`src/hw/rtl/utfc_pkg.sv`:
```
// Shared types, constants and helpers of the UTF-8 text feature counter.
// No dependencies; every module of the block imports this package.
package utfc_pkg;

   // Counter and fixed-point sizes
   localparam int COUNT_WIDTH    = 24;
   localparam int FRAC_BITS      = 16;
   localparam int MARK_WIDTH     = 5;
   localparam int NUM_MARKS      = 7;
   localparam int NUM_FEATURES   = 14;
   localparam int FEAT_WIDTH     = 4;
   localparam int CAP_WIDTH      = 16;
   localparam int CODE_WIDTH     = 21;
   localparam int BYTE_WIDTH     = 8;
   localparam int ERR_WIDTH      = 2;
   localparam int VALUE_WIDTH    = 32;
   localparam int NAME_CAP       = 512;
   localparam int TOKEN_WIDTH    = 16;

   // Log and divide unit sizes
   localparam int LOG_IN_WIDTH   = 10;
   localparam int LOG_FRAC       = 28;
   localparam int LOG_EXP_WIDTH  = 4;
   localparam int LOG_RES_WIDTH  = LOG_EXP_WIDTH + LOG_FRAC;
   localparam int LOG_STEP_WIDTH = 5;
   localparam int DIV_NUM_WIDTH  = 64;
   localparam int DIV_DEN_WIDTH  = 32;
   localparam int DIV_STEP_WIDTH = 6;
   localparam int QUOT_SHIFT     = 30;
   localparam int RNUM_WIDTH     = (COUNT_WIDTH > TOKEN_WIDTH) ? COUNT_WIDTH : TOKEN_WIDTH;

   // Register map
   localparam int CSR_ADDR_WIDTH = 3;
   localparam int CSR_DATA_WIDTH = 32;
   localparam logic REG_TOKEN_CAP = 1'b0;
   localparam logic [CAP_WIDTH-1:0] CAP_RESET = CAP_WIDTH'(256);

   // Error codes
   localparam logic [ERR_WIDTH-1:0] ERR_NONE  = 2'd0;
   localparam logic [ERR_WIDTH-1:0] ERR_LEAD  = 2'd1;
   localparam logic [ERR_WIDTH-1:0] ERR_CONT  = 2'd2;
   localparam logic [ERR_WIDTH-1:0] ERR_TRUNC = 2'd3;

   // Feature positions
   localparam logic [FEAT_WIDTH-1:0] FEAT_TOKEN      = 4'd0;
   localparam logic [FEAT_WIDTH-1:0] FEAT_CHARS      = 4'd1;
   localparam logic [FEAT_WIDTH-1:0] FEAT_TOKEN_RATE = 4'd2;
   localparam logic [FEAT_WIDTH-1:0] FEAT_MARK0      = 4'd3;
   localparam logic [FEAT_WIDTH-1:0] FEAT_KANA       = 4'd10;
   localparam logic [FEAT_WIDTH-1:0] FEAT_KANJI      = 4'd11;
   localparam logic [FEAT_WIDTH-1:0] FEAT_ALNUM      = 4'd12;
   localparam logic [FEAT_WIDTH-1:0] FEAT_SPEAKER    = 4'd13;

   localparam logic [VALUE_WIDTH-1:0] FEAT_ONE = VALUE_WIDTH'(64'd1 << FRAC_BITS);

   typedef enum logic [1:0] {
      FK_RATIO,
      FK_LOG,
      FK_FLAG
   } feat_kind_type;

   typedef enum logic [2:0] {
      ST_IDLE,
      ST_CHECK,
      ST_FEATURE,
      ST_LOG_DEN,
      ST_LOG_NUM,
      ST_DIVIDE,
      ST_RESULT
   } ctrl_state_type;

   // Controller to datapath
   typedef struct packed {
      logic take;
      logic clear;
      logic log_start;
      logic log_num;
      logic den_latch;
      logic div_start;
      logic out_load;
      logic out_err;
      logic [FEAT_WIDTH-1:0] feat;
   } utfc_cmd_type;

   // Datapath to controller
   typedef struct packed {
      logic text_bad;
      logic log_done;
      logic div_done;
      logic out_last;
   } utfc_status_type;

   // How each feature is formed
   function automatic feat_kind_type feat_kind(input logic [FEAT_WIDTH-1:0] f);
      feat_kind_type k;
      case (f)
         FEAT_TOKEN, FEAT_TOKEN_RATE, FEAT_KANA, FEAT_KANJI, FEAT_ALNUM: k = FK_RATIO;
         FEAT_SPEAKER: k = FK_FLAG;
         default: k = FK_LOG;
      endcase
      return k;
   endfunction

endpackage

```
`src/hw/rtl/utfc_log2.sv`:
```
// Iterative base-2 logarithm, 28 fraction bits, one squaring per cycle.
// Depends on utfc_pkg.
module utfc_log2 import utfc_pkg::*; (
   input  logic                     clock,
   input  logic                     reset,
   input  logic                     start,
   input  logic [LOG_IN_WIDTH-1:0]  x,
   output logic                     done,
   output logic [LOG_RES_WIDTH-1:0] result
);

   logic                      busy_ff, busy_in;
   logic                      done_ff, done_in;
   logic [LOG_STEP_WIDTH-1:0] step_ff, step_in;
   logic [LOG_FRAC:0]         m_ff, m_in;
   logic [LOG_FRAC-1:0]       frac_ff, frac_in;
   logic [LOG_EXP_WIDTH-1:0]  exp_ff, exp_in;
   logic [LOG_EXP_WIDTH-1:0]  lead;
   logic [2*LOG_FRAC+1:0]     sq;
   logic [LOG_FRAC+1:0]       sq_top;

   // Find the leading one of the operand
   always_comb begin
      lead = '0;
      for (int i = 0; i < LOG_IN_WIDTH; i++) begin
         if (x[i]) lead = LOG_EXP_WIDTH'(i);
      end
   end

   assign sq     = m_ff * m_ff;
   assign sq_top = sq[2*LOG_FRAC+1:LOG_FRAC];

   // Normalize on start, then square and renormalize once per fraction bit
   always_comb begin
      busy_in = busy_ff;
      done_in = done_ff;
      step_in = step_ff;
      m_in    = m_ff;
      frac_in = frac_ff;
      exp_in  = exp_ff;
      if (start) begin
         busy_in = 1'b1;
         done_in = 1'b0;
         step_in = '0;
         exp_in  = lead;
         frac_in = '0;
         m_in    = (LOG_FRAC+1)'(x) << (LOG_STEP_WIDTH'(LOG_FRAC) - LOG_STEP_WIDTH'(lead));
      end else if (busy_ff) begin
         if (sq_top[LOG_FRAC+1]) begin
            m_in    = sq_top[LOG_FRAC+1:1];
            frac_in = {frac_ff[LOG_FRAC-2:0], 1'b1};
         end else begin
            m_in    = sq_top[LOG_FRAC:0];
            frac_in = {frac_ff[LOG_FRAC-2:0], 1'b0};
         end
         step_in = step_ff + 1'b1;
         if (step_ff == LOG_STEP_WIDTH'(LOG_FRAC - 1)) begin
            busy_in = 1'b0;
            done_in = 1'b1;
         end
      end
   end

   always_ff @(posedge clock) begin
      if (reset) begin
         busy_ff <= 1'b0;
         done_ff <= 1'b0;
         step_ff <= '0;
      end else begin
         busy_ff <= busy_in;
         done_ff <= done_in;
         step_ff <= step_in;
      end
      m_ff    <= m_in;
      frac_ff <= frac_in;
      exp_ff  <= exp_in;
   end

   assign done   = done_ff;
   assign result = {exp_ff, frac_ff};

endmodule

```
`src/hw/rtl/utfc_divider.sv`:
```
// Restoring divider, one quotient bit per cycle, 64-bit dividend.
// Depends on utfc_pkg.
module utfc_divider import utfc_pkg::*; (
   input  logic                     clock,
   input  logic                     reset,
   input  logic                     start,
   input  logic [DIV_NUM_WIDTH-1:0] dividend,
   input  logic [DIV_DEN_WIDTH-1:0] divisor,
   output logic                     done,
   output logic [DIV_NUM_WIDTH-1:0] quotient
);

   logic                      busy_ff, busy_in;
   logic                      done_ff, done_in;
   logic [DIV_STEP_WIDTH-1:0] step_ff, step_in;
   logic [DIV_NUM_WIDTH-1:0]  dvd_ff, dvd_in;
   logic [DIV_DEN_WIDTH-1:0]  rem_ff, rem_in;
   logic [DIV_DEN_WIDTH-1:0]  dvs_ff, dvs_in;
   logic [DIV_DEN_WIDTH:0]    trial;
   logic                      fits;

   assign trial = {rem_ff, dvd_ff[DIV_NUM_WIDTH-1]};
   assign fits  = trial >= {1'b0, dvs_ff};

   // Shift in one dividend bit and subtract where the divisor fits
   always_comb begin
      busy_in = busy_ff;
      done_in = done_ff;
      step_in = step_ff;
      dvd_in  = dvd_ff;
      rem_in  = rem_ff;
      dvs_in  = dvs_ff;
      if (start) begin
         busy_in = 1'b1;
         done_in = 1'b0;
         step_in = '0;
         dvd_in  = dividend;
         rem_in  = '0;
         dvs_in  = divisor;
      end else if (busy_ff) begin
         rem_in  = fits ? DIV_DEN_WIDTH'(trial - {1'b0, dvs_ff}) : trial[DIV_DEN_WIDTH-1:0];
         dvd_in  = {dvd_ff[DIV_NUM_WIDTH-2:0], fits};
         step_in = step_ff + 1'b1;
         if (step_ff == DIV_STEP_WIDTH'(DIV_NUM_WIDTH - 1)) begin
            busy_in = 1'b0;
            done_in = 1'b1;
         end
      end
   end

   always_ff @(posedge clock) begin
      if (reset) begin
         busy_ff <= 1'b0;
         done_ff <= 1'b0;
         step_ff <= '0;
      end else begin
         busy_ff <= busy_in;
         done_ff <= done_in;
         step_ff <= step_in;
      end
      dvd_ff <= dvd_in;
      rem_ff <= rem_in;
      dvs_ff <= dvs_in;
   end

   assign done     = done_ff;
   assign quotient = dvd_ff;

endmodule

```
`src/hw/rtl/utfc_datapath.sv`:
```
// Datapath: UTF-8 decoder, saturating tallies, operand selection, log and
// divide units and the result register. Depends on utfc_pkg, utfc_log2, utfc_divider.
module utfc_datapath import utfc_pkg::*; (
   input  logic                 clock,
   input  logic                 reset,
   input  utfc_cmd_type         cmd,
   input  logic [31:0]          req_tdata,
   input  logic                 req_tuser,
   input  logic                 req_tlast,
   input  logic [CAP_WIDTH-1:0] token_cap,
   output utfc_status_type      status,
   output logic [39:0]          rsp_tdata,
   output logic [1:0]           rsp_tuser,
   output logic                 rsp_tlast
);

   localparam logic [CODE_WIDTH-1:0] EMOJI_SINGLE [51] = '{
      21'h23E9,  21'h1F36D, 21'h1F3AD, 21'h1F3B5, 21'h1F422, 21'h1F431, 21'h1F442,
      21'h1F443, 21'h1F445, 21'h1F44C, 21'h1F44F, 21'h1F48B, 21'h1F4A5, 21'h1F4A6,
      21'h1F4AA, 21'h1F4C4, 21'h1F4DE, 21'h1F4E2, 21'h1F4E3, 21'h1F606, 21'h1F60A,
      21'h1F60C, 21'h1F60E, 21'h1F60F, 21'h1F612, 21'h1F616, 21'h1F61F, 21'h1F620,
      21'h1F62A, 21'h1F62D, 21'h1F62E, 21'h1F630, 21'h1F631, 21'h1F632, 21'h1F634,
      21'h1F644, 21'h1F64F, 21'h1F910, 21'h1F914, 21'h1F922, 21'h1F927, 21'h1F92D,
      21'h1F964, 21'h1F971, 21'h1F974, 21'h1F975, 21'h1F979, 21'h1F97A, 21'h1FAE3,
      21'h1FAF6, 21'h1F4D6
   };
   localparam logic [CODE_WIDTH-1:0] EMOJI_PREFIX [4] = '{
      21'h23F1, 21'h23F8, 21'h1F32C, 21'h1F39B
   };
   localparam logic [2:0] MARK_PERIOD = 3'd0;
   localparam logic [2:0] MARK_COMMA  = 3'd1;
   localparam logic [2:0] MARK_LONG   = 3'd2;
   localparam logic [2:0] MARK_ELLIP  = 3'd3;
   localparam logic [2:0] MARK_EXCL   = 3'd4;
   localparam logic [2:0] MARK_QUEST  = 3'd5;
   localparam logic [2:0] MARK_EMOJI  = 3'd6;

   function automatic logic [COUNT_WIDTH-1:0] sat_inc(input logic [COUNT_WIDTH-1:0] v);
      return (v == '1) ? v : v + 1'b1;
   endfunction

   function automatic logic [MARK_WIDTH-1:0] mark_inc(input logic [MARK_WIDTH-1:0] v);
      return (v == '1) ? v : v + 1'b1;
   endfunction

   function automatic logic [MARK_WIDTH-1:0] mark_cap(input logic [2:0] sel);
      return (sel == MARK_COMMA) ? MARK_WIDTH'(16) : MARK_WIDTH'(8);
   endfunction

   // Per-text state
   logic [1:0]             pend_ff, pend_in;
   logic [CODE_WIDTH-1:0]  part_ff, part_in;
   logic [ERR_WIDTH-1:0]   err_ff, err_in;
   logic                   fault_ff, fault_in;
   logic                   emo_ff, emo_in;
   logic [COUNT_WIDTH-1:0] char_ff, char_in;
   logic [COUNT_WIDTH-1:0] kana_ff, kana_in;
   logic [COUNT_WIDTH-1:0] kanji_ff, kanji_in;
   logic [COUNT_WIDTH-1:0] alnum_ff, alnum_in;
   logic [MARK_WIDTH-1:0]  marks_ff [NUM_MARKS];
   logic [MARK_WIDTH-1:0]  marks_in [NUM_MARKS];
   logic [TOKEN_WIDTH-1:0] tok_ff, tok_in;
   logic                   spk_ff, spk_in;
   logic [DIV_DEN_WIDTH-1:0] den_ff, den_in;

   // Result register
   logic [FEAT_WIDTH-1:0]  idx_ff, idx_in;
   logic [VALUE_WIDTH-1:0] val_ff, val_in;
   logic [ERR_WIDTH-1:0]   code_ff, code_in;
   logic                   last_ff, last_in;

   logic [BYTE_WIDTH-1:0]  text_byte;
   logic [COUNT_WIDTH-1:0] chars_v;

   assign text_byte = req_tdata[7:0];
   assign chars_v   = (char_ff == '0) ? COUNT_WIDTH'(1) : char_ff;

   // Decode one byte and update the tallies
   always_comb begin
      logic [1:0]            pend_dec;
      logic                  code_take;
      logic [CODE_WIDTH-1:0] c;
      logic                  skip;
      logic                  is_single;
      logic                  is_prefix;
      pend_in  = pend_ff;
      part_in  = part_ff;
      err_in   = err_ff;
      fault_in = fault_ff;
      emo_in   = emo_ff;
      char_in  = char_ff;
      kana_in  = kana_ff;
      kanji_in = kanji_ff;
      alnum_in = alnum_ff;
      marks_in = marks_ff;
      tok_in   = tok_ff;
      spk_in   = spk_ff;
      code_take = 1'b0;
      c         = '0;
      skip      = 1'b0;
      is_single = 1'b0;
      is_prefix = 1'b0;
      pend_dec  = (pend_ff != 2'd0) ? pend_ff - 2'd1 : 2'd0;
      if (cmd.clear) begin
         pend_in  = '0;
         part_in  = '0;
         err_in   = ERR_NONE;
         fault_in = 1'b0;
         emo_in   = 1'b0;
         char_in  = '0;
         kana_in  = '0;
         kanji_in = '0;
         alnum_in = '0;
         for (int i = 0; i < NUM_MARKS; i++) marks_in[i] = '0;
      end else if (cmd.take) begin
         if (req_tlast) begin
            tok_in = req_tdata[23:8];
            spk_in = req_tdata[24];
         end
         if (req_tuser && err_ff == ERR_NONE) begin
            if (fault_ff) begin
               // Count out the rest of a broken sequence
               pend_in = pend_dec;
               if (pend_dec == 2'd0) begin
                  fault_in = 1'b0;
                  err_in   = ERR_CONT;
               end
            end else if (pend_ff == 2'd0) begin
               if (!text_byte[7]) begin
                  code_take = 1'b1;
                  c         = CODE_WIDTH'(text_byte);
               end else if (text_byte[7:5] == 3'b110) begin
                  part_in = CODE_WIDTH'(text_byte[4:0]);
                  pend_in = 2'd1;
               end else if (text_byte[7:4] == 4'b1110) begin
                  part_in = CODE_WIDTH'(text_byte[3:0]);
                  pend_in = 2'd2;
               end else if (text_byte[7:3] == 5'b11110) begin
                  part_in = CODE_WIDTH'(text_byte[2:0]);
                  pend_in = 2'd3;
               end else begin
                  err_in = ERR_LEAD;
               end
            end else begin
               pend_in = pend_dec;
               if (text_byte[7:6] != 2'b10) begin
                  if (pend_dec == 2'd0) err_in = ERR_CONT;
                  else fault_in = 1'b1;
               end else begin
                  part_in = {part_ff[CODE_WIDTH-7:0], text_byte[5:0]};
                  if (pend_dec == 2'd0) begin
                     code_take = 1'b1;
                     c         = part_in;
                  end
               end
            end
         end
         if (code_take) begin
            char_in = sat_inc(char_ff);
            if (c >= 21'h3040 && c <= 21'h30FF) kana_in = sat_inc(kana_ff);
            if ((c >= 21'h3400 && c <= 21'h4DBF) || (c >= 21'h4E00 && c <= 21'h9FFF) ||
                (c >= 21'hF900 && c <= 21'hFAFF) || (c >= 21'h20000 && c <= 21'h2FA1F))
               kanji_in = sat_inc(kanji_ff);
            if ((c >= 21'h30 && c <= 21'h39) || (c >= 21'h41 && c <= 21'h5A) ||
                (c >= 21'h61 && c <= 21'h7A))
               alnum_in = sat_inc(alnum_ff);
            if (c == 21'h3002 || c == 21'h2E)
               marks_in[MARK_PERIOD] = mark_inc(marks_ff[MARK_PERIOD]);
            if (c == 21'h3001 || c == 21'h2C)
               marks_in[MARK_COMMA] = mark_inc(marks_ff[MARK_COMMA]);
            if (c == 21'h30FC)
               marks_in[MARK_LONG] = mark_inc(marks_ff[MARK_LONG]);
            if (c == 21'h2026)
               marks_in[MARK_ELLIP] = mark_inc(marks_ff[MARK_ELLIP]);
            if (c == 21'hFF01 || c == 21'h21)
               marks_in[MARK_EXCL] = mark_inc(marks_ff[MARK_EXCL]);
            if (c == 21'hFF1F || c == 21'h3F)
               marks_in[MARK_QUEST] = mark_inc(marks_ff[MARK_QUEST]);
            for (int i = 0; i < 51; i++) begin
               if (c == EMOJI_SINGLE[i]) is_single = 1'b1;
            end
            for (int i = 0; i < 4; i++) begin
               if (c == EMOJI_PREFIX[i]) is_prefix = 1'b1;
            end
            // A prefix emoji counts only when the variation selector follows
            if (emo_ff) begin
               emo_in = 1'b0;
               if (c == 21'hFE0F) begin
                  marks_in[MARK_EMOJI] = mark_inc(marks_ff[MARK_EMOJI]);
                  skip = 1'b1;
               end
            end
            if (!skip) begin
               if (is_prefix) emo_in = 1'b1;
               else if (is_single) marks_in[MARK_EMOJI] = mark_inc(marks_ff[MARK_EMOJI]);
            end
         end
      end
   end

   // Log operands: capped count plus one, and cap plus one
   logic [2:0]              mark_sel;
   logic [MARK_WIDTH-1:0]   mcap;
   logic [MARK_WIDTH-1:0]   mval;
   logic [LOG_IN_WIDTH-1:0] lcap;
   logic [LOG_IN_WIDTH-1:0] ln;
   logic [LOG_IN_WIDTH-1:0] log_x;
   logic                    log_done;
   logic [LOG_RES_WIDTH-1:0] log_res;

   assign mark_sel = 3'(cmd.feat - FEAT_MARK0);
   assign mcap     = mark_cap(mark_sel);
   assign mval     = marks_ff[mark_sel];

   always_comb begin
      if (cmd.feat == FEAT_CHARS) begin
         lcap = LOG_IN_WIDTH'(NAME_CAP);
         ln   = (chars_v > COUNT_WIDTH'(NAME_CAP)) ? lcap : LOG_IN_WIDTH'(chars_v);
      end else begin
         lcap = LOG_IN_WIDTH'(mcap);
         ln   = (mval > mcap) ? lcap : LOG_IN_WIDTH'(mval);
      end
      log_x = cmd.log_num ? ln + LOG_IN_WIDTH'(1) : lcap + LOG_IN_WIDTH'(1);
   end

   utfc_log2 u_log2 (
      .clock  (clock),
      .reset  (reset),
      .start  (cmd.log_start),
      .x      (log_x),
      .done   (log_done),
      .result (log_res)
   );

   // Divide operands
   logic [CAP_WIDTH-1:0]     capx;
   logic [TOKEN_WIDTH-1:0]   tok_min;
   logic [RNUM_WIDTH-1:0]    rnum;
   logic [DIV_DEN_WIDTH-1:0] rden;
   logic [DIV_NUM_WIDTH-1:0] dividend;
   logic [DIV_DEN_WIDTH-1:0] divisor;
   logic                     div_done;
   logic [DIV_NUM_WIDTH-1:0] quot;
   logic [DIV_NUM_WIDTH-1:0] quot_log;
   feat_kind_type            kind;

   assign kind    = feat_kind(cmd.feat);
   assign capx    = (token_cap == '0) ? CAP_WIDTH'(1) : token_cap;
   assign tok_min = (tok_ff < capx) ? tok_ff : capx;

   always_comb begin
      case (cmd.feat)
         FEAT_TOKEN: begin
            rnum = RNUM_WIDTH'(tok_min);
            rden = DIV_DEN_WIDTH'(capx);
         end
         FEAT_KANA: begin
            rnum = RNUM_WIDTH'(kana_ff);
            rden = DIV_DEN_WIDTH'(chars_v);
         end
         FEAT_KANJI: begin
            rnum = RNUM_WIDTH'(kanji_ff);
            rden = DIV_DEN_WIDTH'(chars_v);
         end
         FEAT_ALNUM: begin
            rnum = RNUM_WIDTH'(alnum_ff);
            rden = DIV_DEN_WIDTH'(chars_v);
         end
         default: begin
            rnum = RNUM_WIDTH'(tok_ff);
            rden = DIV_DEN_WIDTH'(chars_v);
         end
      endcase
      if (kind == FK_LOG) begin
         dividend = DIV_NUM_WIDTH'(log_res) << QUOT_SHIFT;
         divisor  = den_ff;
      end else begin
         dividend = DIV_NUM_WIDTH'(rnum) << FRAC_BITS;
         divisor  = rden;
      end
   end

   utfc_divider u_divider (
      .clock    (clock),
      .reset    (reset),
      .start    (cmd.div_start),
      .dividend (dividend),
      .divisor  (divisor),
      .done     (div_done),
      .quotient (quot)
   );

   assign quot_log = quot >> (QUOT_SHIFT - FRAC_BITS);
   assign den_in   = cmd.den_latch ? DIV_DEN_WIDTH'(log_res) : den_ff;

   // Load the result register
   always_comb begin
      idx_in  = idx_ff;
      val_in  = val_ff;
      code_in = code_ff;
      last_in = last_ff;
      if (cmd.out_err) begin
         idx_in  = '0;
         val_in  = '0;
         code_in = (err_ff != ERR_NONE) ? err_ff : ERR_TRUNC;
         last_in = 1'b1;
      end else if (cmd.out_load) begin
         idx_in  = cmd.feat;
         code_in = ERR_NONE;
         last_in = (cmd.feat == FEAT_SPEAKER);
         case (kind)
            FK_FLAG:  val_in = spk_ff ? FEAT_ONE : '0;
            FK_LOG:   val_in = quot_log[VALUE_WIDTH-1:0];
            default:  val_in = (|quot[DIV_NUM_WIDTH-1:VALUE_WIDTH]) ? '1
                                                                   : quot[VALUE_WIDTH-1:0];
         endcase
      end
   end

   always_ff @(posedge clock) begin
      if (reset) begin
         pend_ff  <= '0;
         part_ff  <= '0;
         err_ff   <= ERR_NONE;
         fault_ff <= 1'b0;
         emo_ff   <= 1'b0;
         char_ff  <= '0;
         kana_ff  <= '0;
         kanji_ff <= '0;
         alnum_ff <= '0;
         for (int i = 0; i < NUM_MARKS; i++) marks_ff[i] <= '0;
      end else begin
         pend_ff  <= pend_in;
         part_ff  <= part_in;
         err_ff   <= err_in;
         fault_ff <= fault_in;
         emo_ff   <= emo_in;
         char_ff  <= char_in;
         kana_ff  <= kana_in;
         kanji_ff <= kanji_in;
         alnum_ff <= alnum_in;
         marks_ff <= marks_in;
      end
      tok_ff  <= tok_in;
      spk_ff  <= spk_in;
      den_ff  <= den_in;
      idx_ff  <= idx_in;
      val_ff  <= val_in;
      code_ff <= code_in;
      last_ff <= last_in;
   end

   assign status.text_bad = (err_ff != ERR_NONE) || (pend_ff != 2'd0) || fault_ff;
   assign status.log_done = log_done;
   assign status.div_done = div_done;
   assign status.out_last = last_ff;

   assign rsp_tdata = {4'b0, val_ff, idx_ff};
   assign rsp_tuser = code_ff;
   assign rsp_tlast = last_ff;

endmodule

```
`src/hw/rtl/utfc_ctrl.sv`:
```
// Controller: takes text beats, then sequences the feature computations
// and the result handshake. Depends on utfc_pkg.
module utfc_ctrl import utfc_pkg::*; (
   input  logic            clock,
   input  logic            reset,
   input  logic            req_tvalid,
   input  logic            req_tlast,
   input  logic            rsp_tready,
   input  utfc_status_type status,
   output logic            req_tready,
   output logic            rsp_tvalid,
   output utfc_cmd_type    cmd
);

   ctrl_state_type state_ff, state_in;
   logic [FEAT_WIDTH-1:0] feat_ff, feat_in;
   feat_kind_type kind;

   assign kind = feat_kind(feat_ff);

   // Next state
   always_comb begin
      state_in = state_ff;
      case (state_ff)
         ST_IDLE: begin
            if (req_tvalid && req_tlast) state_in = ST_CHECK;
         end
         ST_CHECK: begin
            state_in = status.text_bad ? ST_RESULT : ST_FEATURE;
         end
         ST_FEATURE: begin
            case (kind)
               FK_FLAG:  state_in = ST_RESULT;
               FK_LOG:   state_in = ST_LOG_DEN;
               default:  state_in = ST_DIVIDE;
            endcase
         end
         ST_LOG_DEN: begin
            if (status.log_done) state_in = ST_LOG_NUM;
         end
         ST_LOG_NUM: begin
            if (status.log_done) state_in = ST_DIVIDE;
         end
         ST_DIVIDE: begin
            if (status.div_done) state_in = ST_RESULT;
         end
         ST_RESULT: begin
            if (rsp_tready) state_in = status.out_last ? ST_IDLE : ST_FEATURE;
         end
         default: state_in = ST_IDLE;
      endcase
   end

   // Outputs and commands
   always_comb begin
      req_tready    = 1'b0;
      rsp_tvalid    = 1'b0;
      feat_in       = feat_ff;
      cmd           = '0;
      cmd.feat      = feat_ff;
      case (state_ff)
         ST_IDLE: begin
            req_tready = 1'b1;
            cmd.take   = req_tvalid;
         end
         ST_CHECK: begin
            feat_in     = '0;
            cmd.out_err = status.text_bad;
         end
         ST_FEATURE: begin
            case (kind)
               FK_FLAG:  cmd.out_load  = 1'b1;
               FK_LOG:   cmd.log_start = 1'b1;
               default:  cmd.div_start = 1'b1;
            endcase
         end
         ST_LOG_DEN: begin
            if (status.log_done) begin
               cmd.den_latch = 1'b1;
               cmd.log_start = 1'b1;
               cmd.log_num   = 1'b1;
            end
         end
         ST_LOG_NUM: begin
            cmd.div_start = status.log_done;
         end
         ST_DIVIDE: begin
            cmd.out_load = status.div_done;
         end
         ST_RESULT: begin
            rsp_tvalid = 1'b1;
            if (rsp_tready) begin
               if (status.out_last) cmd.clear = 1'b1;
               else feat_in = feat_ff + 1'b1;
            end
         end
         default: ;
      endcase
   end

   always_ff @(posedge clock) begin
      if (reset) begin
         state_ff <= ST_IDLE;
         feat_ff  <= '0;
      end else begin
         state_ff <= state_in;
         feat_ff  <= feat_in;
      end
   end

endmodule

```
`src/hw/rtl/utf8_text_feature_counter.sv`:
```
// UTF-8 text feature counter, top level: register port, controller, datapath.
// Text beats are taken one per cycle while idle, not from end of text until the last
// result is taken. After end of text: 14 results; a log feature takes issue, two log
// runs, a divide and a result beat, a ratio issue, divide and result, the speaker flag
// issue and result, each stretched by rsp_tready stalls. An error text gives one result.
// Reset is synchronous, active high: clears all tallies, cap register to 256.
module utf8_text_feature_counter import utfc_pkg::*; (
   input  logic                      clock,
   input  logic                      reset,
   input  logic                      req_tvalid,
   output logic                      req_tready,
   input  logic [31:0]               req_tdata,   // text_byte, token_total, speaker_given
   input  logic                      req_tuser,   // byte_present
   input  logic                      req_tlast,
   output logic                      rsp_tvalid,
   input  logic                      rsp_tready,
   output logic [39:0]               rsp_tdata,   // feature_index, feature_value
   output logic [1:0]                rsp_tuser,   // error_code
   output logic                      rsp_tlast,
   input  logic                      csr_psel,
   input  logic                      csr_penable,
   input  logic                      csr_pwrite,
   input  logic [CSR_ADDR_WIDTH-1:0] csr_paddr,
   input  logic [CSR_DATA_WIDTH-1:0] csr_pwdata,
   output logic [CSR_DATA_WIDTH-1:0] csr_prdata,
   output logic                      csr_pready
);

   logic [CAP_WIDTH-1:0] cap_ff, cap_in;
   logic                 csr_write;
   utfc_cmd_type         cmd;
   utfc_status_type      status;

   // Register write on the access phase
   assign csr_pready = 1'b1;
   assign csr_write  = csr_psel && csr_penable && csr_pwrite && (csr_paddr[2] == REG_TOKEN_CAP);
   assign cap_in     = csr_write ? csr_pwdata[CAP_WIDTH-1:0] : cap_ff;
   assign csr_prdata = (csr_paddr[2] == REG_TOKEN_CAP) ? CSR_DATA_WIDTH'(cap_ff) : '0;

   always_ff @(posedge clock) begin
      if (reset) cap_ff <= CAP_RESET;
      else cap_ff <= cap_in;
   end

   utfc_ctrl u_ctrl (
      .clock      (clock),
      .reset      (reset),
      .req_tvalid (req_tvalid),
      .req_tlast  (req_tlast),
      .rsp_tready (rsp_tready),
      .status     (status),
      .req_tready (req_tready),
      .rsp_tvalid (rsp_tvalid),
      .cmd        (cmd)
   );

   utfc_datapath u_datapath (
      .clock     (clock),
      .reset     (reset),
      .cmd       (cmd),
      .req_tdata (req_tdata),
      .req_tuser (req_tuser),
      .req_tlast (req_tlast),
      .token_cap (cap_ff),
      .status    (status),
      .rsp_tdata (rsp_tdata),
      .rsp_tuser (rsp_tuser),
      .rsp_tlast (rsp_tlast)
   );

endmodule

```
`config.mk`:
```
export PLATFORM = sky130hd
export DESIGN_NAME = utf8_text_feature_counter
export DESIGN_NICKNAME = d
export VERILOG_FILES = /design/src/hw/rtl/utfc_pkg.sv /design/src/hw/rtl/utfc_log2.sv /design/src/hw/rtl/utfc_divider.sv /design/src/hw/rtl/utfc_datapath.sv /design/src/hw/rtl/utfc_ctrl.sv /design/src/hw/rtl/utf8_text_feature_counter.sv
export SDC_FILE = /design/constraint.sdc
export NUM_CORES = 2
export LEC_CHECK = 0
export BUFFER_PORTS_ARGS = -buffer_cell sky130_fd_sc_hd__buf_2
export CAP_MARGIN = 25
export CORE_UTILIZATION = 50
export CTS_BUF_LIST = sky130_fd_sc_hd__clkbuf_2 sky130_fd_sc_hd__clkbuf_4 sky130_fd_sc_hd__clkbuf_8
export CTS_CLUSTER_SIZE = 10
export DETAILED_ROUTE_END_ITERATION = 12
export MAX_ROUTING_LAYER = met4
export PLACE_DENSITY = 0.65
export SETUP_SLACK_MARGIN = 0.05
export SLEW_MARGIN = 15
export SYNTH_ARGS = -nofsm -noshare
export SYNTH_HDL_FRONTEND = slang
export SYNTH_SLANG_ARGS = --single-unit
```
`constraint.sdc`:
```
create_clock -name clock -period 20.5 [get_ports clock]
set_input_delay 3.075 -clock clock [delete_from_list [all_inputs] [get_ports clock]]
set_output_delay 3.075 -clock clock [all_outputs]
set_load 0.02 [all_outputs]
```
# [Yosys cells after proc, flatten, opt, wreduce, memory -nomap -nowiden]
# Cells that the tools add are included.
[op_classes] add_sub_neg=20 mul=1 order_cmp=21 n_eq_ne=112 shifts=1 mux=188 n_bitwise=14 reduce_logical=64
[op_table] op="21-bit by 17-bit equality test with 1-bit output, second input constant" count=52
[op_table] op="21-bit by 14-bit equality test with 1-bit output, second input constant" count=7
[op_table] op="21-bit two-way mux" count=7
[op_table] op="64-bit two-way mux" count=2
[op_table] op="1-bit two-way mux" count=98
[op_table] op="24-bit by 1-bit adder with 24-bit output, second input constant" count=4
[op_table] op="24-bit equality test, second input constant" count=4
[op_table] op="32-bit two-way mux" count=3
[op_table] op="24-bit one-hot mux with 4 select lines" count=1
[op_table] op="15-bit two-way mux" count=6
[op_table] op="29-bit two-way mux" count=3
[op_table] op="21-bit by 6-bit equality test with 1-bit output, second input constant" count=4
[op_table] op="32-bit one-hot mux with 2 select lines" count=1
[op_table] op="21-bit by 16-bit equality test with 1-bit output, second input constant" count=3
[op_table] op="62-bit two-way mux" count=1
[op_table] op="29-bit by 29-bit multiplier with 58-bit output" count=1
[op_table] op="5-bit two-way mux" count=10
[op_table] op="16-bit two-way mux" count=3
[op_table] op="24-bit two-way mux" count=2
[op_table] op="5-bit equality test, second input constant" count=9
[op_table] op="21-bit by 14-bit greater-or-equal comparator with 1-bit output, second input constant" count=2
[op_table] op="21-bit by 7-bit greater-or-equal comparator with 1-bit output, second input constant" count=2
[op_table] op="21-bit by 16-bit less-or-equal comparator with 1-bit output, second input constant" count=2
[op_table] op="21-bit by 7-bit less-or-equal comparator with 1-bit output, second input constant" count=2
[op_table] op="other kinds (68)" count=192
[word_totals] reg_bits=467 wordCells=459

# [Logic depth before layout (Yosys ltp)]
[logic_depth] depth_word=68 mapped_depth=33

# [Cells and area by module]
# From an unflattened synthesis, not the netlist that was laid out.
[unflattened] cells_unflattened=5652 hier_area_um2=51458.1
[by_module_without_submodules] mod="utfc_log2" instances=1 cells_per_inst=2976 area_each_um2=27666.5 seq_area_each_um2=1691.6
[by_module_without_submodules] mod="utfc_datapath" instances=1 cells_per_inst=1873 area_each_um2=15031.9 seq_area_each_um2=5315.1
[by_module_without_submodules] mod="utfc_divider" instances=1 cells_per_inst=612 area_each_um2=7105.6 seq_area_each_um2=3683.5
[by_module_without_submodules] mod="utf8_text_feature_counter" instances=1 cells_per_inst=106 area_each_um2=982.2 seq_area_each_um2=320.3
[by_module_without_submodules] mod="utfc_ctrl" instances=1 cells_per_inst=85 area_each_um2=671.9 seq_area_each_um2=140.1

# [Least setup slack after synthesis]
# No wires, ideal clock.
[synth_path] path_kind="flip-flop to flip-flop" from="register u_datapath.u_log2.m_ff[5]" to="register u_datapath.u_log2.m_ff[25] (data pin)" arrival_ns=8.132 required_ns=20.240 setup_slack_ns=12.109 path_stages_with_launch=30 synth_period_minus_slack_ns=8.391 path_cell_list="edfxtp_1 -> clkbuf_1 -> clkbuf_1 -> nand2_1 -> fa_1 -> inv_1 -> fa_1 -> fa_1 -> fa_1 -> inv_1 -> fa_1 -> inv_1 -> fa_1 -> fa_1 -> fa_1 -> ha_1 -> nand3_1 -> a2111oi_0 -> o2111ai_1 -> o211ai_1 -> nor4bb_1 -> o211ai_1 -> nand3b_1 -> nand2_1 -> xor2_1 -> clkbuf_1 -> buf_1 -> nor2_1 -> a211oi_1 -> nor2_1"
[synth_between] elab_chain_len=4
[synth_rtl] element="start, declared" line_no="utfc_log2.sv:15" text="logic [LOG_FRAC:0] m_ff, m_in;"
[synth_rtl] element="start signal, assigned" line_no="utfc_log2.sv:74" text="m_ff <= m_in;"
[synth_rtl] element="29-bit by 29-bit multiplier with 58-bit output" line_no="utfc_log2.sv:30" text="assign sq = m_ff * m_ff;"
[synth_rtl] element="29-bit two-way mux" line_no="utfc_log2.sv:49" text="if (sq_top[LOG_FRAC+1]) begin"
[synth_rtl] element="29-bit two-way mux" line_no="utfc_log2.sv:48" text="end else if (busy_ff) begin"
[synth_rtl] element="29-bit two-way mux" line_no="utfc_log2.sv:41" text="if (start) begin"
[synth_rtl] element="via u_datapath.u_log2.m_in[25]" line_no="utfc_log2.sv:15"
# The timed path passes the listed nets, and every way through them passes these cells. The select of a mux whose other input is x is not followed.
# A chain may end at the register's enable or synchronous reset.

# [Final worst setup path]
[layout_path] from="register u_datapath.u_log2.m_ff[7]" to="register u_datapath.u_log2.m_ff[11] (data pin)"
# Same word-level chain as after synthesis.

==> impl_metrics.ini <==
[yosys]
yosysSeqAreaShare_pct = 23.29
yosys_warnings = 0
synth_edf_count = 180
async_reset_ff_share_pct = 0
synth_seq_cells = 467
synthFlopType = dfxtp_1
syn_area_um2 = 47880
syn_inst = 5238
synth_cell_type_count = 101
syn_area_per_cell_um2 = 9.142

[setup_path]
crit_path_top_delay_cell = clkinv_1
r2r_slack_ps = 10160
reg2reg_from = u_datapath.u_log2.m_ff[7]
cp.depth = 28
cp.arrival_ps = 10810
crit_type = reg -> reg
worst-r2r-cell-count = 28
cp-start-kind = flop
worstSetupEndpoint = u_datapath.u_log2.m_ff[11]
crit_fanout = 29
worst_setup_path_end_kind = flop
critPathBufInv = 7
crit_top_cell = fa_1
cp_slowest_stage_delay_ps = 630
r2r_end = u_datapath.u_log2.m_ff[11]
crit_path_start = u_datapath.u_log2.m_ff[7]
cp.required_ps = 20970
critPathTopFamily = adder cells

[power]
ir_drop_uv = 75.69
combPwrFrac_pct = 26.1
power_leakage_nw = 23.29
power_frac_seq_pct = 41.3
power_density_nw_per_um2 = 55.34
switching_share_pct = 33.21
p_sw_uw = 942.1
p_int_mw = 1.895
p_clk_share_pct = 32.6

[floorplan]
pin_count = 154
dieArea_um2 = 97010
die_y_um = 311.5
fp.dieW_um = 311.5
start_util_pct = 50.47
design.core.area_um2 = 94870
row_count = 113

[route]
final_antenna_net_count = 0
num_vias = 36400
dr.pass1.iters = 7
drtIter0Drc = 2642
route.detailed.drc = 0
vias_per_cell = 5.548
post_drt_wl_per_cell_um = 18.45
wl_mm = 121.1

[grt]
antenna_found_initial = 1
grt-ovfl-total = 0
grt_pass1_vias = 36140
grt_util_all_layers_pct = 25.94
grt_first_pass_wirelength_mm = 196.4
grt_max_degree = 106

[timing]
min_period_ps = 10340
finalSetupViolCount = 0
hold_slack_ps = 447.9
final-max-slew-violation-count = 0
hold_violations = 0
clock.fmax_mhz = 96.72
rsz0062_at_grt = no
skew_ps = 22.46
slew_headroom_pct = 30.03
finalSetupTns_ps = 0
finalCritPeriodShare_pct = 50.44
tightestPinTransition_ps = 1035
layout_setup_ws_ps = 10160

[placement]
numPortBuffers = 107
gp_congestion = 0.9483
hpwl_mm = 90.26
pre_cts_slack_ps = 10190

[cells_and_area]
nets = 6278
drive_gt1_share_pct = 7.101
syn_to_final_growth_pct = 7.063

[clocking]
cts_tree = done
clkTransAtPathRegs_ps = 60
cts_root_buf = clkbuf_8
clock_sinks = 467
postCtsSetupRepairBufs = 0
postCtsHoldBufs = 0
cts_buffer_depth = 3
cts_max_level = 3
numCtsBuffers = 81
ctsResizeCount = 0
worstSkewPairLatency_ps = 670

[status]
outcome = finished clean

[worst_hold_path]
worstHoldPathType = reg -> reg

[run]
maxCapViolations = 0
registers in the layout (all words and copies together) (netlist names), 15 cells and up, named ones only:
| signal | cells |
|---|---|
| u_datapath.u_divider.quotient | 64 |
| u_datapath.marks_ff | 35 |
| u_datapath.den_ff | 32 |
| u_datapath.u_divider.dvs_ff | 32 |
| u_datapath.u_divider.rem_ff | 32 |
| u_datapath.val_ff | 32 |
| u_datapath.u_log2.m_ff | 29 |
| u_datapath.u_log2.frac_ff | 28 |
| u_datapath.alnum_ff | 24 |
| u_datapath.char_ff | 24 |
| u_datapath.kana_ff | 24 |
| u_datapath.kanji_ff | 24 |
| cap_ff | 16 |
| u_datapath.tok_ff | 16 |
| u_datapath.part_ff | 15 |
through the flow:
step	utilization (%)	cells	total power [mW]	cell area [um^2]
floorplan	-	5257	1.731	47950
global route	54.03	6560	3.000	51260
finish	54.04	6562	2.837	51270
detailed placement	52.15	6409	1.916	49470
CTS	53.99	6556	2.847	51220
global placement	52.08	6404	1.904	49400
synthesized netlist by cell type, types with 24 or more instances:
cell | number | area [um^2]
a21o_1 | 37 | 277.8
nand2b_1 | 25 | 156.4
nand4_1 | 57 | 356.6
and3_1 | 31 | 193.9
nand2_1 | 505 | 1896
nor2_1 | 378 | 1419
edfxtp_1 | 180 | 5405
dfxtp_1 | 287 | 5746
o21ai_0 | 213 | 1066
nor3_1 | 67 | 335.3
inv_1 | 804 | 3018
a31oi_1 | 39 | 244.0
fa_1 | 651 | 13030
a21oi_1 | 297 | 1486
xnor2_1 | 86 | 753.2
nor4_1 | 37 | 231.5
o21a_1 | 24 | 180.2
clkbuf_1 | 238 | 893.4
or3_1 | 46 | 287.8
xor2_1 | 78 | 683.2
ha_1 | 320 | 4004
nand3_1 | 128 | 640.6
and2_1 | 225 | 1408
mux2i_1 | 97 | 970.9
how the worst min path moves through the flow:
stage / endpoint / cells after the start / from / slack [ps]
after global routing: u_datapath.part_ff[14] / 2 / u_datapath.part_ff[14] / 460
after detailed placement: u_datapath.part_ff[12] / 2 / u_datapath.part_ff[12] / 440
after floorplan: u_datapath.den_ff[28] / 0 / u_datapath.u_log2.exp_ff[0] / 430
after CTS: u_datapath.part_ff[12] / 2 / u_datapath.part_ff[12] / 450
after global placement: u_datapath.idx_ff[3] / 2 / u_datapath.idx_ff[3] / 440
final: u_datapath.part_ff[12] / 2 / u_datapath.part_ff[12] / 450
power by group through the flow:
stage	sequential, mW	combinational [mW]	clock (mW)
6_report	1.17	0.741	0.926
5_1_grt	1.18	0.834	0.985
4_1_cts	1.17	0.736	0.944
3_5_place_dp	1.19	0.731	0
3_3_place_gp	1.18	0.719	0
2_1_floorplan	1.15	0.579	0
cell type report:
cell class	count	area, um^2
Antenna cell	2	5.005
Clock buffer	114	1431
Clock inverter	33	317.8
Fill cell	8669	43600
Inverter	810	3043
Multi-Input combinational cell	3700	32680
Sequential cell	467	11150
Tap cell	1265	1583
Timing Repair Buffer	171	1050
tightest hold or removal path: stages, from the launching register on:
cell and delay (ps):
dfxtp_1 300, nand2_1 50, a21oi_1 50
kinds of logic (layout without fill, tap and decap cells):
family / count (synthesis) / after routing / share of synthesized area, %
buf+inv: 1090 / 1128 / 8.790
xor+xnor: 165 / 165 / 3.034
flops: 467 / 467 / 23.29
simple gates: 1605 / 1605 / 16.15
compound gates: 825 / 825 / 10.55
other cells: 2 / 23 / 0.01568
mux: 113 / 113 / 2.600
fa+ha+maj: 971 / 971 / 35.58
layout by cell type, fill, tap and decap left out, types with 10 or more instances in the layout:
cell type | netlist | routed
buf_4 | 22 | 56
a21o_1 | 37 | 37
and3_1 | 31 | 31
nor4_1 | 37 | 36
clkinv_1 | 4 | 14
a22oi_1 | 23 | 23
ha_1 | 320 | 320
a211oi_1 | 22 | 22
and2_1 | 225 | 225
inv_1 | 804 | 803
nand4_1 | 57 | 57
nor2_1 | 378 | 378
xor2_1 | 78 | 77
o21a_1 | 24 | 24
dfxtp_1 | 287 | 285
nand3_1 | 128 | 128
nand2_1 | 505 | 504
clkinv_2 | 0 | 10
buf_2 | 7 | 109
nor2b_1 | 21 | 21
o21ai_0 | 213 | 213
fa_1 | 651 | 651
o22ai_1 | 13 | 12
clkbuf_8 | 0 | 92
or3_1 | 46 | 46
o211ai_1 | 21 | 21
nor3_1 | 67 | 67
nand2b_1 | 25 | 25
and4_1 | 13 | 13
mux2i_1 | 97 | 97
xnor2_1 | 86 | 86
or2_2 | 21 | 21
conb_1 | 2 | 21
nor3b_1 | 11 | 10
edfxtp_1 | 180 | 180
a31oi_1 | 39 | 39
a21oi_1 | 297 | 297
clkbuf_4 | 0 | 22
metal layers:
metal / global-route usage [%] / vias to the layer above / share of wire [%]
met4: 5.296 / 0 / 1.9
li1: - / 17130 / -
met1: 36.60 / 18060 / 46
met5: - / - / 0
met3: 3.048 / 170 / 5.9
met2: 40.36 / 1050 / 47
No activity file was read; power rests on OpenSTA's default activity.
